$ cat src/design/lnf_pkg.sv
// Package for the character LCD number formatter: request codes, LCD byte
// constants, the link types between the sequencer and the BCD converter.
// Depends on nothing; every other design file uses it.
`default_nettype none

package lnf_pkg;

  // Field widths of the request and of the emitted bytes.
  localparam int unsigned ActionW = 2;
  localparam int unsigned RowW    = 2;
  localparam int unsigned ColW    = 6;
  localparam int unsigned ValueW  = 16;
  localparam int unsigned CntW    = 3;
  localparam int unsigned ByteW   = 8;
  localparam int unsigned NibW    = 4;

  // Digit limits. The BCD link always carries the widest digit string.
  localparam int unsigned MaxDigitsDef = 5;
  localparam int unsigned MaxDigitsTop = 5;
  localparam int unsigned HexDigitLim  = 4;
  localparam int unsigned BcdW         = MaxDigitsTop * NibW;
  localparam int unsigned BitCntW      = $clog2(ValueW);

  // Request kinds.
  typedef enum logic [ActionW-1:0] {
    ACT_DEC  = 2'd0,
    ACT_HEX  = 2'd1,
    ACT_CHAR = 2'd2,
    ACT_INIT = 2'd3
  } lnf_action_e;

  // Display lines that take a cursor command.
  localparam logic [RowW-1:0] RowOne = 2'd1;
  localparam logic [RowW-1:0] RowTwo = 2'd2;

  // LCD byte constants.
  localparam logic [ByteW-1:0] CursorBase = 8'h80;
  localparam logic [ByteW-1:0] RowTwoOff  = 8'h40;
  localparam logic [ByteW-1:0] AsciiZero  = 8'h30;
  localparam logic [ByteW-1:0] AsciiAlpha = 8'h37;
  localparam logic [ByteW-1:0] InitFunc   = 8'h38;
  localparam logic [ByteW-1:0] InitDisp   = 8'h0C;
  localparam logic [ByteW-1:0] InitEntry  = 8'h06;
  localparam logic [ByteW-1:0] InitHome   = 8'h80;
  localparam logic [CntW-1:0]  InitLen    = 3'd4;

  // Sequencer states.
  typedef enum logic [1:0] {
    ST_IDLE,
    ST_CONV,
    ST_EMIT
  } lnf_state_e;

  // Start of a binary to BCD conversion.
  typedef struct packed {
    logic              start;
    logic [ValueW-1:0] bin;
  } lnf_conv_req_t;

  // Conversion result; digits hold until the next start.
  typedef struct packed {
    logic            done;
    logic [BcdW-1:0] digits;
  } lnf_conv_rsp_t;

  // Init byte for a given number of bytes still to go (4 down to 1).
  function automatic logic [ByteW-1:0] init_byte(input logic [CntW-1:0] left);
    logic [ByteW-1:0] b;
    case (left)
      3'd4:    b = InitFunc;
      3'd3:    b = InitDisp;
      3'd2:    b = InitEntry;
      default: b = InitHome;
    endcase
    return b;
  endfunction

  // Selects one nibble of the digit string, digit 0 being the least significant.
  function automatic logic [NibW-1:0] pick_nibble(input logic [BcdW-1:0] digits,
                                                  input logic [CntW-1:0] idx);
    logic [NibW-1:0] n;
    case (idx)
      3'd0:    n = digits[3:0];
      3'd1:    n = digits[7:4];
      3'd2:    n = digits[11:8];
      3'd3:    n = digits[15:12];
      3'd4:    n = digits[19:16];
      default: n = '0;
    endcase
    return n;
  endfunction

  // ASCII for one digit, uppercase letters above nine.
  function automatic logic [ByteW-1:0] digit_ascii(input logic [NibW-1:0] nib);
    logic [ByteW-1:0] b;
    if (nib < 4'd10) begin
      b = AsciiZero + {4'h0, nib};
    end else begin
      b = AsciiAlpha + {4'h0, nib};
    end
    return b;
  endfunction

endpackage

`default_nettype wire

$ cat src/design/lnf_bcd_unit.sv
// Shared shift-and-add-3 unit that turns the 16-bit value into BCD digits,
// one bit per cycle. Depends on lnf_pkg.
`default_nettype none

module lnf_bcd_unit #(
  parameter int unsigned NUM_DIGITS = lnf_pkg::MaxDigitsDef
) (
  input  wire                         clk_i,
  input  wire                         rst_ni,
  input  wire lnf_pkg::lnf_conv_req_t conv_req_i,
  output lnf_pkg::lnf_conv_rsp_t      conv_rsp_o
);
  import lnf_pkg::*;

  logic [ValueW-1:0]  bin_q, bin_d;
  logic [BcdW-1:0]    bcd_q, bcd_d;
  logic [BitCntW-1:0] cnt_q, cnt_d;
  logic               busy_q, busy_d;
  logic               done_q, done_d;
  logic [BcdW-1:0]    lane_mask;
  logic [BcdW-1:0]    adj;

  // Only the configured digit lanes take part; higher lanes stay zero, which
  // leaves the value modulo the digit range.
  always_comb begin
    for (int l = 0; l < int'(MaxDigitsTop); l++) begin
      lane_mask[l*NibW +: NibW] = (l < int'(NUM_DIGITS)) ? 4'hF : 4'h0;
    end
  end

  // Add three to every digit of five or more before the shift.
  always_comb begin
    for (int l = 0; l < int'(MaxDigitsTop); l++) begin
      if (bcd_q[l*NibW +: NibW] >= 4'd5) begin
        adj[l*NibW +: NibW] = bcd_q[l*NibW +: NibW] + 4'd3;
      end else begin
        adj[l*NibW +: NibW] = bcd_q[l*NibW +: NibW];
      end
    end
  end

  // One step per cycle while busy; a start loads a fresh value.
  always_comb begin
    bin_d  = bin_q;
    bcd_d  = bcd_q;
    cnt_d  = cnt_q;
    busy_d = busy_q;
    done_d = 1'b0;
    if (conv_req_i.start) begin
      bin_d  = conv_req_i.bin;
      bcd_d  = '0;
      cnt_d  = '0;
      busy_d = 1'b1;
    end else if (busy_q) begin
      bin_d = {bin_q[ValueW-2:0], 1'b0};
      bcd_d = {adj[BcdW-2:0], bin_q[ValueW-1]} & lane_mask;
      cnt_d = cnt_q + 1'b1;
      if (cnt_q == BitCntW'(ValueW - 1)) begin
        busy_d = 1'b0;
        done_d = 1'b1;
      end
    end
  end

  // Control registers.
  always_ff @(posedge clk_i or negedge rst_ni) begin
    if (!rst_ni) begin
      cnt_q  <= '0;
      busy_q <= 1'b0;
      done_q <= 1'b0;
    end else begin
      cnt_q  <= cnt_d;
      busy_q <= busy_d;
      done_q <= done_d;
    end
  end

  // Datapath registers.
  always_ff @(posedge clk_i) begin
    bin_q <= bin_d;
    bcd_q <= bcd_d;
  end

  assign conv_rsp_o.done   = done_q;
  assign conv_rsp_o.digits = bcd_q;

endmodule

`default_nettype wire

$ cat src/design/lnf_seq.sv
// Request sequencer: captures a request, runs the BCD unit for decimal
// numbers and emits the LCD bytes through an output register. Depends on lnf_pkg.
`default_nettype none

module lnf_seq #(
  parameter int unsigned MAX_DIGITS = lnf_pkg::MaxDigitsDef
) (
  input  wire                            clk_i,
  input  wire                            rst_ni,
  input  wire                            in_valid_i,
  output logic                           in_ready_o,
  input  wire [lnf_pkg::ActionW-1:0]     action_i,
  input  wire [lnf_pkg::RowW-1:0]        row_i,
  input  wire [lnf_pkg::ColW-1:0]        column_i,
  input  wire [lnf_pkg::ValueW-1:0]      value_i,
  input  wire [lnf_pkg::CntW-1:0]        digit_count_i,
  input  wire [lnf_pkg::ByteW-1:0]       glyph_i,
  output logic                           out_valid_o,
  input  wire                            out_ready_i,
  output logic [lnf_pkg::ByteW-1:0]      lcd_byte_o,
  output logic                           is_data_o,
  output logic                           last_o,
  output lnf_pkg::lnf_conv_req_t         conv_req_o,
  input  wire lnf_pkg::lnf_conv_rsp_t    conv_rsp_i
);
  import lnf_pkg::*;

  lnf_state_e        state_q, state_d;
  lnf_action_e       mode_q, mode_d;
  lnf_action_e       act_in;
  logic              cur_pend_q, cur_pend_d;
  logic [ByteW-1:0]  cur_byte_q, cur_byte_d;
  logic [CntW-1:0]   rem_q, rem_d;
  logic [ByteW-1:0]  glyph_q, glyph_d;
  logic [ValueW-1:0] value_q, value_d;
  logic              oval_q, oval_d;
  logic [ByteW-1:0]  obyte_q, obyte_d;
  logic              odata_q, odata_d;
  logic              olast_q, olast_d;
  logic              accept;
  logic              slot_free;
  logic [CntW-1:0]   dec_cnt;
  logic [CntW-1:0]   hex_cnt;
  logic [ByteW-1:0]  row_off;
  logic [BcdW-1:0]   digits;
  logic [CntW-1:0]   rem_dec;

  assign act_in    = lnf_action_e'(action_i);
  assign in_ready_o = (state_q == ST_IDLE);
  assign accept    = in_valid_i && in_ready_o;
  assign slot_free = !oval_q || out_ready_i;
  assign rem_dec   = rem_q - 1'b1;

  // Digit counts clamped per mode.
  assign dec_cnt = (digit_count_i > CntW'(MAX_DIGITS)) ? CntW'(MAX_DIGITS) : digit_count_i;
  assign hex_cnt = (digit_count_i > CntW'(HexDigitLim)) ? CntW'(HexDigitLim) : digit_count_i;
  assign row_off = (row_i == RowTwo) ? RowTwoOff : '0;

  // Hex digits come straight from the value, decimal ones from the BCD unit.
  assign digits = (mode_q == ACT_HEX) ? {{(BcdW - ValueW){1'b0}}, value_q}
                                      : conv_rsp_i.digits;

  assign conv_req_o.start = accept && (act_in == ACT_DEC);
  assign conv_req_o.bin   = value_i;

  // Next state and byte emission.
  always_comb begin
    state_d    = state_q;
    mode_d     = mode_q;
    cur_pend_d = cur_pend_q;
    cur_byte_d = cur_byte_q;
    rem_d      = rem_q;
    glyph_d    = glyph_q;
    value_d    = value_q;
    oval_d     = oval_q && !out_ready_i;
    obyte_d    = obyte_q;
    odata_d    = odata_q;
    olast_d    = olast_q;
    case (state_q)
      ST_IDLE: begin
        if (accept) begin
          mode_d     = act_in;
          glyph_d    = glyph_i;
          value_d    = value_i;
          cur_byte_d = CursorBase + row_off + {2'b00, column_i} - 8'd1;
          cur_pend_d = (act_in != ACT_INIT) && ((row_i == RowOne) || (row_i == RowTwo));
          case (act_in)
            ACT_DEC:  rem_d = dec_cnt;
            ACT_HEX:  rem_d = hex_cnt;
            ACT_CHAR: rem_d = 3'd1;
            ACT_INIT: rem_d = InitLen;
            default:  rem_d = '0;
          endcase
          state_d = (act_in == ACT_DEC) ? ST_CONV : ST_EMIT;
        end
      end
      ST_CONV: begin
        if (conv_rsp_i.done) begin
          state_d = ST_EMIT;
        end
      end
      ST_EMIT: begin
        if (!cur_pend_q && (rem_q == '0)) begin
          // A request with nothing to print ends here.
          state_d = ST_IDLE;
        end else if (slot_free) begin
          oval_d = 1'b1;
          if (cur_pend_q) begin
            obyte_d    = cur_byte_q;
            odata_d    = 1'b0;
            olast_d    = (rem_q == '0);
            cur_pend_d = 1'b0;
          end else begin
            olast_d = (rem_q == 3'd1);
            rem_d   = rem_dec;
            case (mode_q)
              ACT_INIT: begin
                obyte_d = init_byte(rem_q);
                odata_d = 1'b0;
              end
              ACT_CHAR: begin
                obyte_d = glyph_q;
                odata_d = 1'b1;
              end
              default: begin
                obyte_d = digit_ascii(pick_nibble(digits, rem_dec));
                odata_d = 1'b1;
              end
            endcase
          end
          if (olast_d) begin
            state_d = ST_IDLE;
          end
        end
      end
      default: state_d = ST_IDLE;
    endcase
  end

  // Control registers.
  always_ff @(posedge clk_i or negedge rst_ni) begin
    if (!rst_ni) begin
      state_q    <= ST_IDLE;
      cur_pend_q <= 1'b0;
      rem_q      <= '0;
      oval_q     <= 1'b0;
    end else begin
      state_q    <= state_d;
      cur_pend_q <= cur_pend_d;
      rem_q      <= rem_d;
      oval_q     <= oval_d;
    end
  end

  // Payload registers.
  always_ff @(posedge clk_i) begin
    mode_q     <= mode_d;
    cur_byte_q <= cur_byte_d;
    glyph_q    <= glyph_d;
    value_q    <= value_d;
    obyte_q    <= obyte_d;
    odata_q    <= odata_d;
    olast_q    <= olast_d;
  end

  assign out_valid_o = oval_q;
  assign lcd_byte_o  = obyte_q;
  assign is_data_o   = odata_q;
  assign last_o      = olast_q;

endmodule

`default_nettype wire

$ cat src/design/lcd_number_text_formatter.sv
// Top level of the character LCD number formatter: the request sequencer
// and the shared BCD converter. Depends on lnf_pkg, lnf_seq, lnf_bcd_unit.
//
//   Channel   Direction  Handshake              Carries
//   in        input      in_valid_i/in_ready_o  action, row, column, value,
//                                               digit_count, glyph
//   out       output     out_valid_o/out_ready_i lcd_byte, is_data, last
//
// One request at a time: in_ready_o is high only while the sequencer is idle.
// A decimal request first runs through the BCD unit (one value bit a cycle),
// then one byte per cycle is emitted while the output is not stalled; all
// requests emit at most six bytes.
// A stalled output holds the sequencer; the last byte of a request may wait
// in the output register while the next request is taken.
// Reset clears the control state only; there is no stored table to clear.
`default_nettype none

module lcd_number_text_formatter #(
  parameter int unsigned MAX_DIGITS = lnf_pkg::MaxDigitsDef
) (
  input  wire                        clk_i,
  input  wire                        rst_ni,
  input  wire                        in_valid_i,
  output logic                       in_ready_o,
  input  wire [lnf_pkg::ActionW-1:0] action_i,
  input  wire [lnf_pkg::RowW-1:0]    row_i,
  input  wire [lnf_pkg::ColW-1:0]    column_i,
  input  wire [lnf_pkg::ValueW-1:0]  value_i,
  input  wire [lnf_pkg::CntW-1:0]    digit_count_i,
  input  wire [lnf_pkg::ByteW-1:0]   glyph_i,
  output logic                       out_valid_o,
  input  wire                        out_ready_i,
  output logic [lnf_pkg::ByteW-1:0]  lcd_byte_o,
  output logic                       is_data_o,
  output logic                       last_o
);
  import lnf_pkg::*;

  lnf_conv_req_t conv_req;
  lnf_conv_rsp_t conv_rsp;

  // Request sequencer with the output register.
  lnf_seq #(
    .MAX_DIGITS(MAX_DIGITS)
  ) u_seq (
    .clk_i        (clk_i),
    .rst_ni       (rst_ni),
    .in_valid_i   (in_valid_i),
    .in_ready_o   (in_ready_o),
    .action_i     (action_i),
    .row_i        (row_i),
    .column_i     (column_i),
    .value_i      (value_i),
    .digit_count_i(digit_count_i),
    .glyph_i      (glyph_i),
    .out_valid_o  (out_valid_o),
    .out_ready_i  (out_ready_i),
    .lcd_byte_o   (lcd_byte_o),
    .is_data_o    (is_data_o),
    .last_o       (last_o),
    .conv_req_o   (conv_req),
    .conv_rsp_i   (conv_rsp)
  );

  // Shared binary to BCD unit.
  lnf_bcd_unit #(
    .NUM_DIGITS(MAX_DIGITS)
  ) u_bcd (
    .clk_i     (clk_i),
    .rst_ni    (rst_ni),
    .conv_req_i(conv_req),
    .conv_rsp_o(conv_rsp)
  );

endmodule

`default_nettype wire

$ cat config.mk
export PLATFORM = sky130hd
export DESIGN_NAME = lcd_number_text_formatter
export DESIGN_NICKNAME = d
export VERILOG_FILES = /design/src/design/lnf_pkg.sv /design/src/design/lnf_bcd_unit.sv /design/src/design/lnf_seq.sv /design/src/design/lcd_number_text_formatter.sv
export SDC_FILE = /design/constraint.sdc
export NUM_CORES = 1
export LEC_CHECK = 0
export BUFFER_PORTS_ARGS = -buffer_cell sky130_fd_sc_hd__buf_2
export CAP_MARGIN = 20
export CORE_MARGIN = 2
export CORE_UTILIZATION = 61
export DETAILED_ROUTE_END_ITERATION = 16
export GPL_TIMING_DRIVEN = 0
export PLACE_DENSITY_LB_ADDON = 0.05
export REMOVE_ABC_BUFFERS = 1
export SLEW_MARGIN = 15
export SYNTH_ARGS = -nofsm -noshare
export SYNTH_HDL_FRONTEND = slang
export SYNTH_SLANG_ARGS = --single-unit
$ cat constraint.sdc
create_clock -name clk_i -period 5.5 [get_ports clk_i]
set_clock_uncertainty 0.2 [all_clocks]
set_input_delay 0.55 -clock clk_i [delete_from_list [all_inputs] [get_ports clk_i]]
set_output_delay 0.55 -clock clk_i [all_outputs]
set_load 0.03 [all_outputs]
# After elaboration in Yosys (flattened, before gate mapping)
# Cells that the tools add are included.
# totals
reg_bits	93
inputBits	41
elab_cells	140
# op_classes
addsub	12
magnitude_cmp	8
n_eq_ne	27
mux	54
bitwise_logic	1
reduce_logical	22
# ops
cell	count
4-bit 2-to-1 mux	11
16-bit 2-to-1 mux	2
8-bit case mux with 3 select lines	1
3-bit 2-to-1 mux	7
4-bit by 3-bit >= comparator with 1-bit output, second input constant	5
20-bit 2-to-1 mux	1
4-bit case mux with 5 select lines	1
1-bit 2-to-1 mux	17
4-bit by 2-bit adder with 4-bit output, second input constant	4
8-bit 2-to-1 mux	2
8-bit case mux with 2 select lines	1
6-bit by 4-bit adder with 7-bit output, first input constant	2
2-bit equality test, second input constant	6
3-bit by 2-bit equality test with 1-bit output, second input constant	4
2-bit 2-to-1 mux	6
3-bit case mux with 4 select lines	1
8-bit by 6-bit adder with 8-bit output	1
8-bit adder, first input constant	1
2-bit by 1-bit equality test with 1-bit output, second input constant	4
2-bit inequality test, second input constant	4
4-bit AND reduction	2
8-bit by 1-bit subtractor with 8-bit output, second input constant	1
7-bit 2-to-1 mux	1
3-bit by 1-bit equality test with 1-bit output, second input constant	2
23 further kinds	37

# Logic depth before layout (Yosys ltp)
# logic_depth
ltp_word	12
mapped_depth	13
mapped_depth_nobuf	12

# By module
# Synthesis repeated with hierarchy kept, for this count alone.
# hier_totals
cells_unflattened	442
hier_area_um2	4923.5
# by_module_without_submodules
module	instances	cells_per_inst	area_per_inst_um2
lnf_seq	1	234	2745.1
lnf_bcd_unit	1	208	2178.3

# Worst setup path before layout
# OpenSTA, ideal clock, no wires.
# synth_path
path_kind	flip-flop to flip-flop
from	reg u_seq.rem_q[0]
to	reg u_seq.obyte_q[1] (netlist: u_seq.lcd_byte_o[1]), data pin
setup_time_ns	0.141
arrival_ns	2.466
t_required_ns	5.159
slack_ns	2.694
path_stages_with_launch	14
path_buffers	1
synth_period_minus_slack_ns	2.806
cell_sequence	dfrtp_1 > inv_1 > ha_1 > xnor2_2 > buf_4 > nand2_1 > a21oi_1 > or4_4 > nand2_1 > ha_1 > nor2_1 > nand2_1 > o22a_1 > a21oi_2
# synth_between
elab_chain_cells	12
# synth_lines
item	line_no	text
start, declared	lnf_seq.sv:33	logic [CntW-1:0] rem_q, rem_d;
start signal, assigned	lnf_seq.sv:150	rem_q <= rem_d;
3-bit by 1-bit subtractor with 3-bit output	lnf_seq.sv:52	assign rem_dec = rem_q - 1'b1;
3-bit equality test (tied with other cells)	lnf_pkg.sv:82	case (idx)
4-bit case mux with 5 select lines	lnf_pkg.sv:82	
4-bit 2-to-1 mux	lnf_seq.sv:116	case (mode_q)
4-bit 2-to-1 mux	lnf_seq.sv:108	if (cur_pend_q) begin
4-bit 2-to-1 mux	lnf_seq.sv:106	end else if (slot_free) begin
4-bit 2-to-1 mux	lnf_seq.sv:103	if (!cur_pend_q && (rem_q == '0)) begin
4-bit 2-to-1 mux	lnf_seq.sv:79	case (state_q)
6-bit by 4-bit adder with 7-bit output (tied with other cells)	lnf_pkg.sv:99	b = AsciiAlpha + {4'h0, nib};
8-bit 2-to-1 mux	lnf_pkg.sv:96	if (nib < 4'd10) begin
8-bit case mux with 2 select lines *	lnf_seq.sv:116	
8-bit 2-to-1 mux *	lnf_seq.sv:108	
end signal, assigned	lnf_seq.sv:161	obyte_q <= obyte_d;
end, declared	lnf_seq.sv:37	logic [ByteW-1:0] obyte_q, obyte_d;
# Every way passes the cells marked *; elsewhere a longest branch is shown, timed or not. The select of a mux whose other input is x is not followed.
# A chain may end at the register's enable or synchronous reset.

# Worst setup path in the final report
# layout_path
from	reg u_seq.rem_q[0]
to	reg u_seq.obyte_q[4] (netlist: u_seq.lcd_byte_o[4]), data pin
# The elaborated chain is that of the path after synthesis.

==> key figures <==
Die
  • Die area: around 0.0084 mm2
  • Die extent in y: ~92 um
  • Starting Density: 0.639
  • Core Region: 0.00733 mm2
  • Site row count: 31
  • Die width: 91.6 um
  • Io pins: 53

Route
  • Routed wire per std cell: 15.4 um
  • Final ANT Viol Nets: 0
  • # DRC: 0
  • Via density per instance: roughly 5.7
  • Drt pass-1 iters: 6
  • Total Wirelength: 9190 um
  • DR iter-0 viols: 156
  • Vias: around 3400

CTS
  • Clock Pin Slew Worst Setup and Hold Paths: approximately 100 ps
  • CTS tree: yes
  • CTS resizes: 0
  • Post-CTS Setup Repair Bufs: 0
  • Bufs on Longest Clock Path: 2
  • H-tree levels: 3
  • CTS root buf: clkbuf_8
  • Hold buffer count at CTS: 1
  • Clk_lat worst skew: 370 ps
  • Clock Sinks: 93
  • CTS buffer count: 9

Finish
  • N_diodes: 0
  • Post-Route Utilization: 0.715
  • Total Nets Final: 553
  • Most frequent cells in the layout: edfxtp_1 (60), nand2_1 (54), buf_2 (52)
  • Layout cells sized above 1: 0.173
  • Layout area overhead: 11.9%
  • Commonest non-fill, non-tap cell in the layout: edfxtp_1

Synth
  • Synth Instances: 444
  • Most used DFF post-synth: edfxtp_1
  • Post-synth EDFFs: 60
  • Count of cell types in the netlist: between 50 and 60
  • Warnings from Yosys: 0
  • Avg Inst Size Synth: 10.5 um2
  • Register area share after synthesis: 0.540
  • Number of synthesized register bits: slightly above 90
  • Ys async rst share: 0.140
  • Synthesized area: 0.00468 mm2

Min path
  • Worst hold path startpoint: glyph_i[1]
  • Hold WC Path Type: input port to register
  • Hold Path End: u_seq.glyph_q[1]$_DFFE_PP_
  • Hold Crit Depth: 1

GRT
  • GR Util met3: 0.0448
  • Met1 Use GR: 0.320
  • Met2 Resource Use GR: 0.377
  • Initial antenna violation count: 0
  • GRT Max-Usage Layer: met2
  • Pin count of the biggest net entering global routing: 26
  • Number of global-route vias before repair: 3196
  • Global-route wire length before repair: between 15000 and 20000 um
  • Gr ovfl total: 0
  • Overall global routing resource usage: 0.234

Timing
  • Fmax achieved: about 300 MHz
  • Final period util: 0.611
  • Tmin final: 3360 ps
  • Final Hold Viols: 0
  • # setup viols final: 0
  • Slew HR: 0.367
  • Post-route setup slack: about 2100 ps
  • Max Slew Vio Count: 0
  • Setup tns final: 0 ps
  • Worst Max-Slew Pin Slew: between 900 and 1000 ps
  • RSZ-0062 raised after global routing: no

Worst setup path
  • Cell count of the worst reg-to-reg path: 12
  • R2r setup slk: 2140 ps
  • Worst Path Arrival: 3300 ps
  • Crit. End Element: register
  • Worst Setup Start Kind: register
  • Worst reg2reg path endpoint: u_seq.lcd_byte_o[4]$_DFFE_PP_
  • WP data required: 5440 ps
  • Worst r2r src: u_seq.rem_q[0]$_DFFE_PN0P_
  • Setup Crit Path Kind: register to register
  • Max FO, Critical Path: 11

Power and ir drop
  • Leak: 2.15 nW
  • Cell Pwr Density: 587 mW/mm2
  • Max VDD drop: 0.258 mV

Place
  • DPL Wire Length: 6500 um
  • GP Congestion: 0.871
  • Setup WS pre-CTS: 1960 ps
  • Port bufs: 52

Run status
  • Status: finished clean

Run
  • Max Cap Viol: 0
report_power, final:
group	leakage, nW	internal [mW]	switching [mW]
Clock	0.0965	0.177	0.263
Sequential	0.901	1.07	0.234
Combinational	1.15	0.529	0.799
Total	2.15	1.78	1.30
cell usage after synthesis (all sizes together), types with 2 or more instances:
master | count | area share
nand2b | 10 | 0.013
buf | 7 | 0.0096
a21o | 2 | 0.0032
o211ai | 2 | 0.0032
dfrtp | 13 | 0.069
a31oi | 2 | 0.0027
and2 | 2 | 0.0027
a22oi | 2 | 0.0032
inv | 21 | 0.017
nor2b | 3 | 0.0040
xor2 | 9 | 0.017
a21oi | 39 | 0.043
a211o | 3 | 0.0056
a211oi | 2 | 0.0032
nor3 | 8 | 0.0096
or4 | 2 | 0.0040
o22ai | 3 | 0.0040
nand2 | 55 | 0.046
clkbuf | 14 | 0.011
dfxtp | 20 | 0.086
nor2 | 45 | 0.036
nor3b | 2 | 0.0032
nand3 | 11 | 0.012
edfxtp | 60 | 0.38
nand4 | 2 | 0.0027
o21ai | 28 | 0.031
ha | 21 | 0.056
mux2 | 18 | 0.043
mux2i | 16 | 0.034
a311oi | 2 | 0.0037
xnor2 | 8 | 0.017
worst max-delay path, stage by stage, from the launching register on:
cell and delay [ps]:
dfrtp_1 430, inv_1 120, ha_1 280, xnor2_2 550, nand2_1 210, a21oi_1 190
or4_4 180, nand2_1 70, ha_1 210, inv_1 80, nor2_1 60, or3_1 410
o211a_1 150
layout make-up:
| class | count | area [um2] |
|---|---|---|
| multi-input cells | 308 | 1980 |
| clock inverters | 6 | 62.6 |
| inverters | 22 | 82.6 |
| well taps | 99 | 124 |
| fillers | 549 | 2090 |
| repair buffers | 57 | 335 |
| flip-flops and latches | 93 | 2530 |
| clock buffers | 10 | 128 |
stage by stage:
step                      instance area [um2]  total power [mW]  std cells  hold WS (ps)
after floorplan                          4580              2.26        423          54.4
after CTS                                5230              3.07        594           127
after global routing                     5240              3.31        595           124
final                                    5240              3.08        595           137
after detailed placement                 5030              2.62        577           255
after global placement                   4970              2.54        574           249
cells by family (layout without fill, tap and decap cells):
| group | Yosys count | count (layout) | synth area share |
|---|---|---|---|
| multiplexers | 34 | 34 | 0.0775 |
| flip-flops | 93 | 93 | 0.540 |
| AND/OR/NAND/NOR | 144 | 144 | 0.139 |
| buffers and inverters | 43 | 95 | 0.0385 |
| AO/OA/AOI/OAI | 92 | 92 | 0.115 |
| XOR/XNOR | 17 | 17 | 0.0334 |
| adder cells (fa/ha/maj) | 21 | 21 | 0.0561 |
routing by layer:
| metal | share of wire | vias to the layer above |
|---|---|---|
| met4 | 0.014 | 0 |
| li1 | - | 1661 |
| met2 | 0.48 | 81 |
| met5 | 0 | - |
| met3 | 0.045 | 11 |
| met1 | 0.46 | 1618 |
worst max path at each step:
stage | from | end
global route | u_seq.rem_q[0]$_DFFE_PN0P_ | u_seq.lcd_byte_o[4]$_DFFE_PP_
finish | u_seq.rem_q[0]$_DFFE_PN0P_ | u_seq.lcd_byte_o[4]$_DFFE_PP_
global placement | action_i[1] | u_bcd.bin_q[3]$_DFFE_PP_
CTS | u_seq.mode_q[0]$_DFFE_PP_ | u_seq.lcd_byte_o[1]$_DFFE_PP_
floorplan | u_seq.state_q[0]$_DFFE_PN0P_ | u_bcd.bin_q[0]$_SDFFCE_PN0P_
detailed placement | u_seq.mode_q[0]$_DFFE_PP_ | u_seq.lcd_byte_o[1]$_DFFE_PP_
sequential cells by signal, summed over array words and instances (netlist names):
register and cells:
u_seq.cur_pend_q 1, u_seq.last_o 1, u_bcd.busy_q 1, u_bcd.bcd_q 20, u_seq.out_valid_o 1, u_seq.is_data_o 1, u_bcd.bin_q 16, u_seq.value_q 16
u_seq.glyph_q 8, u_seq.lcd_byte_o 8, u_bcd.cnt_q 4, u_seq.rem_q 3, u_seq.cur_byte_q 8, u_bcd.done_q 1, u_seq.state_q 2, u_seq.mode_q 2
(Power assumes the default switching activity.)
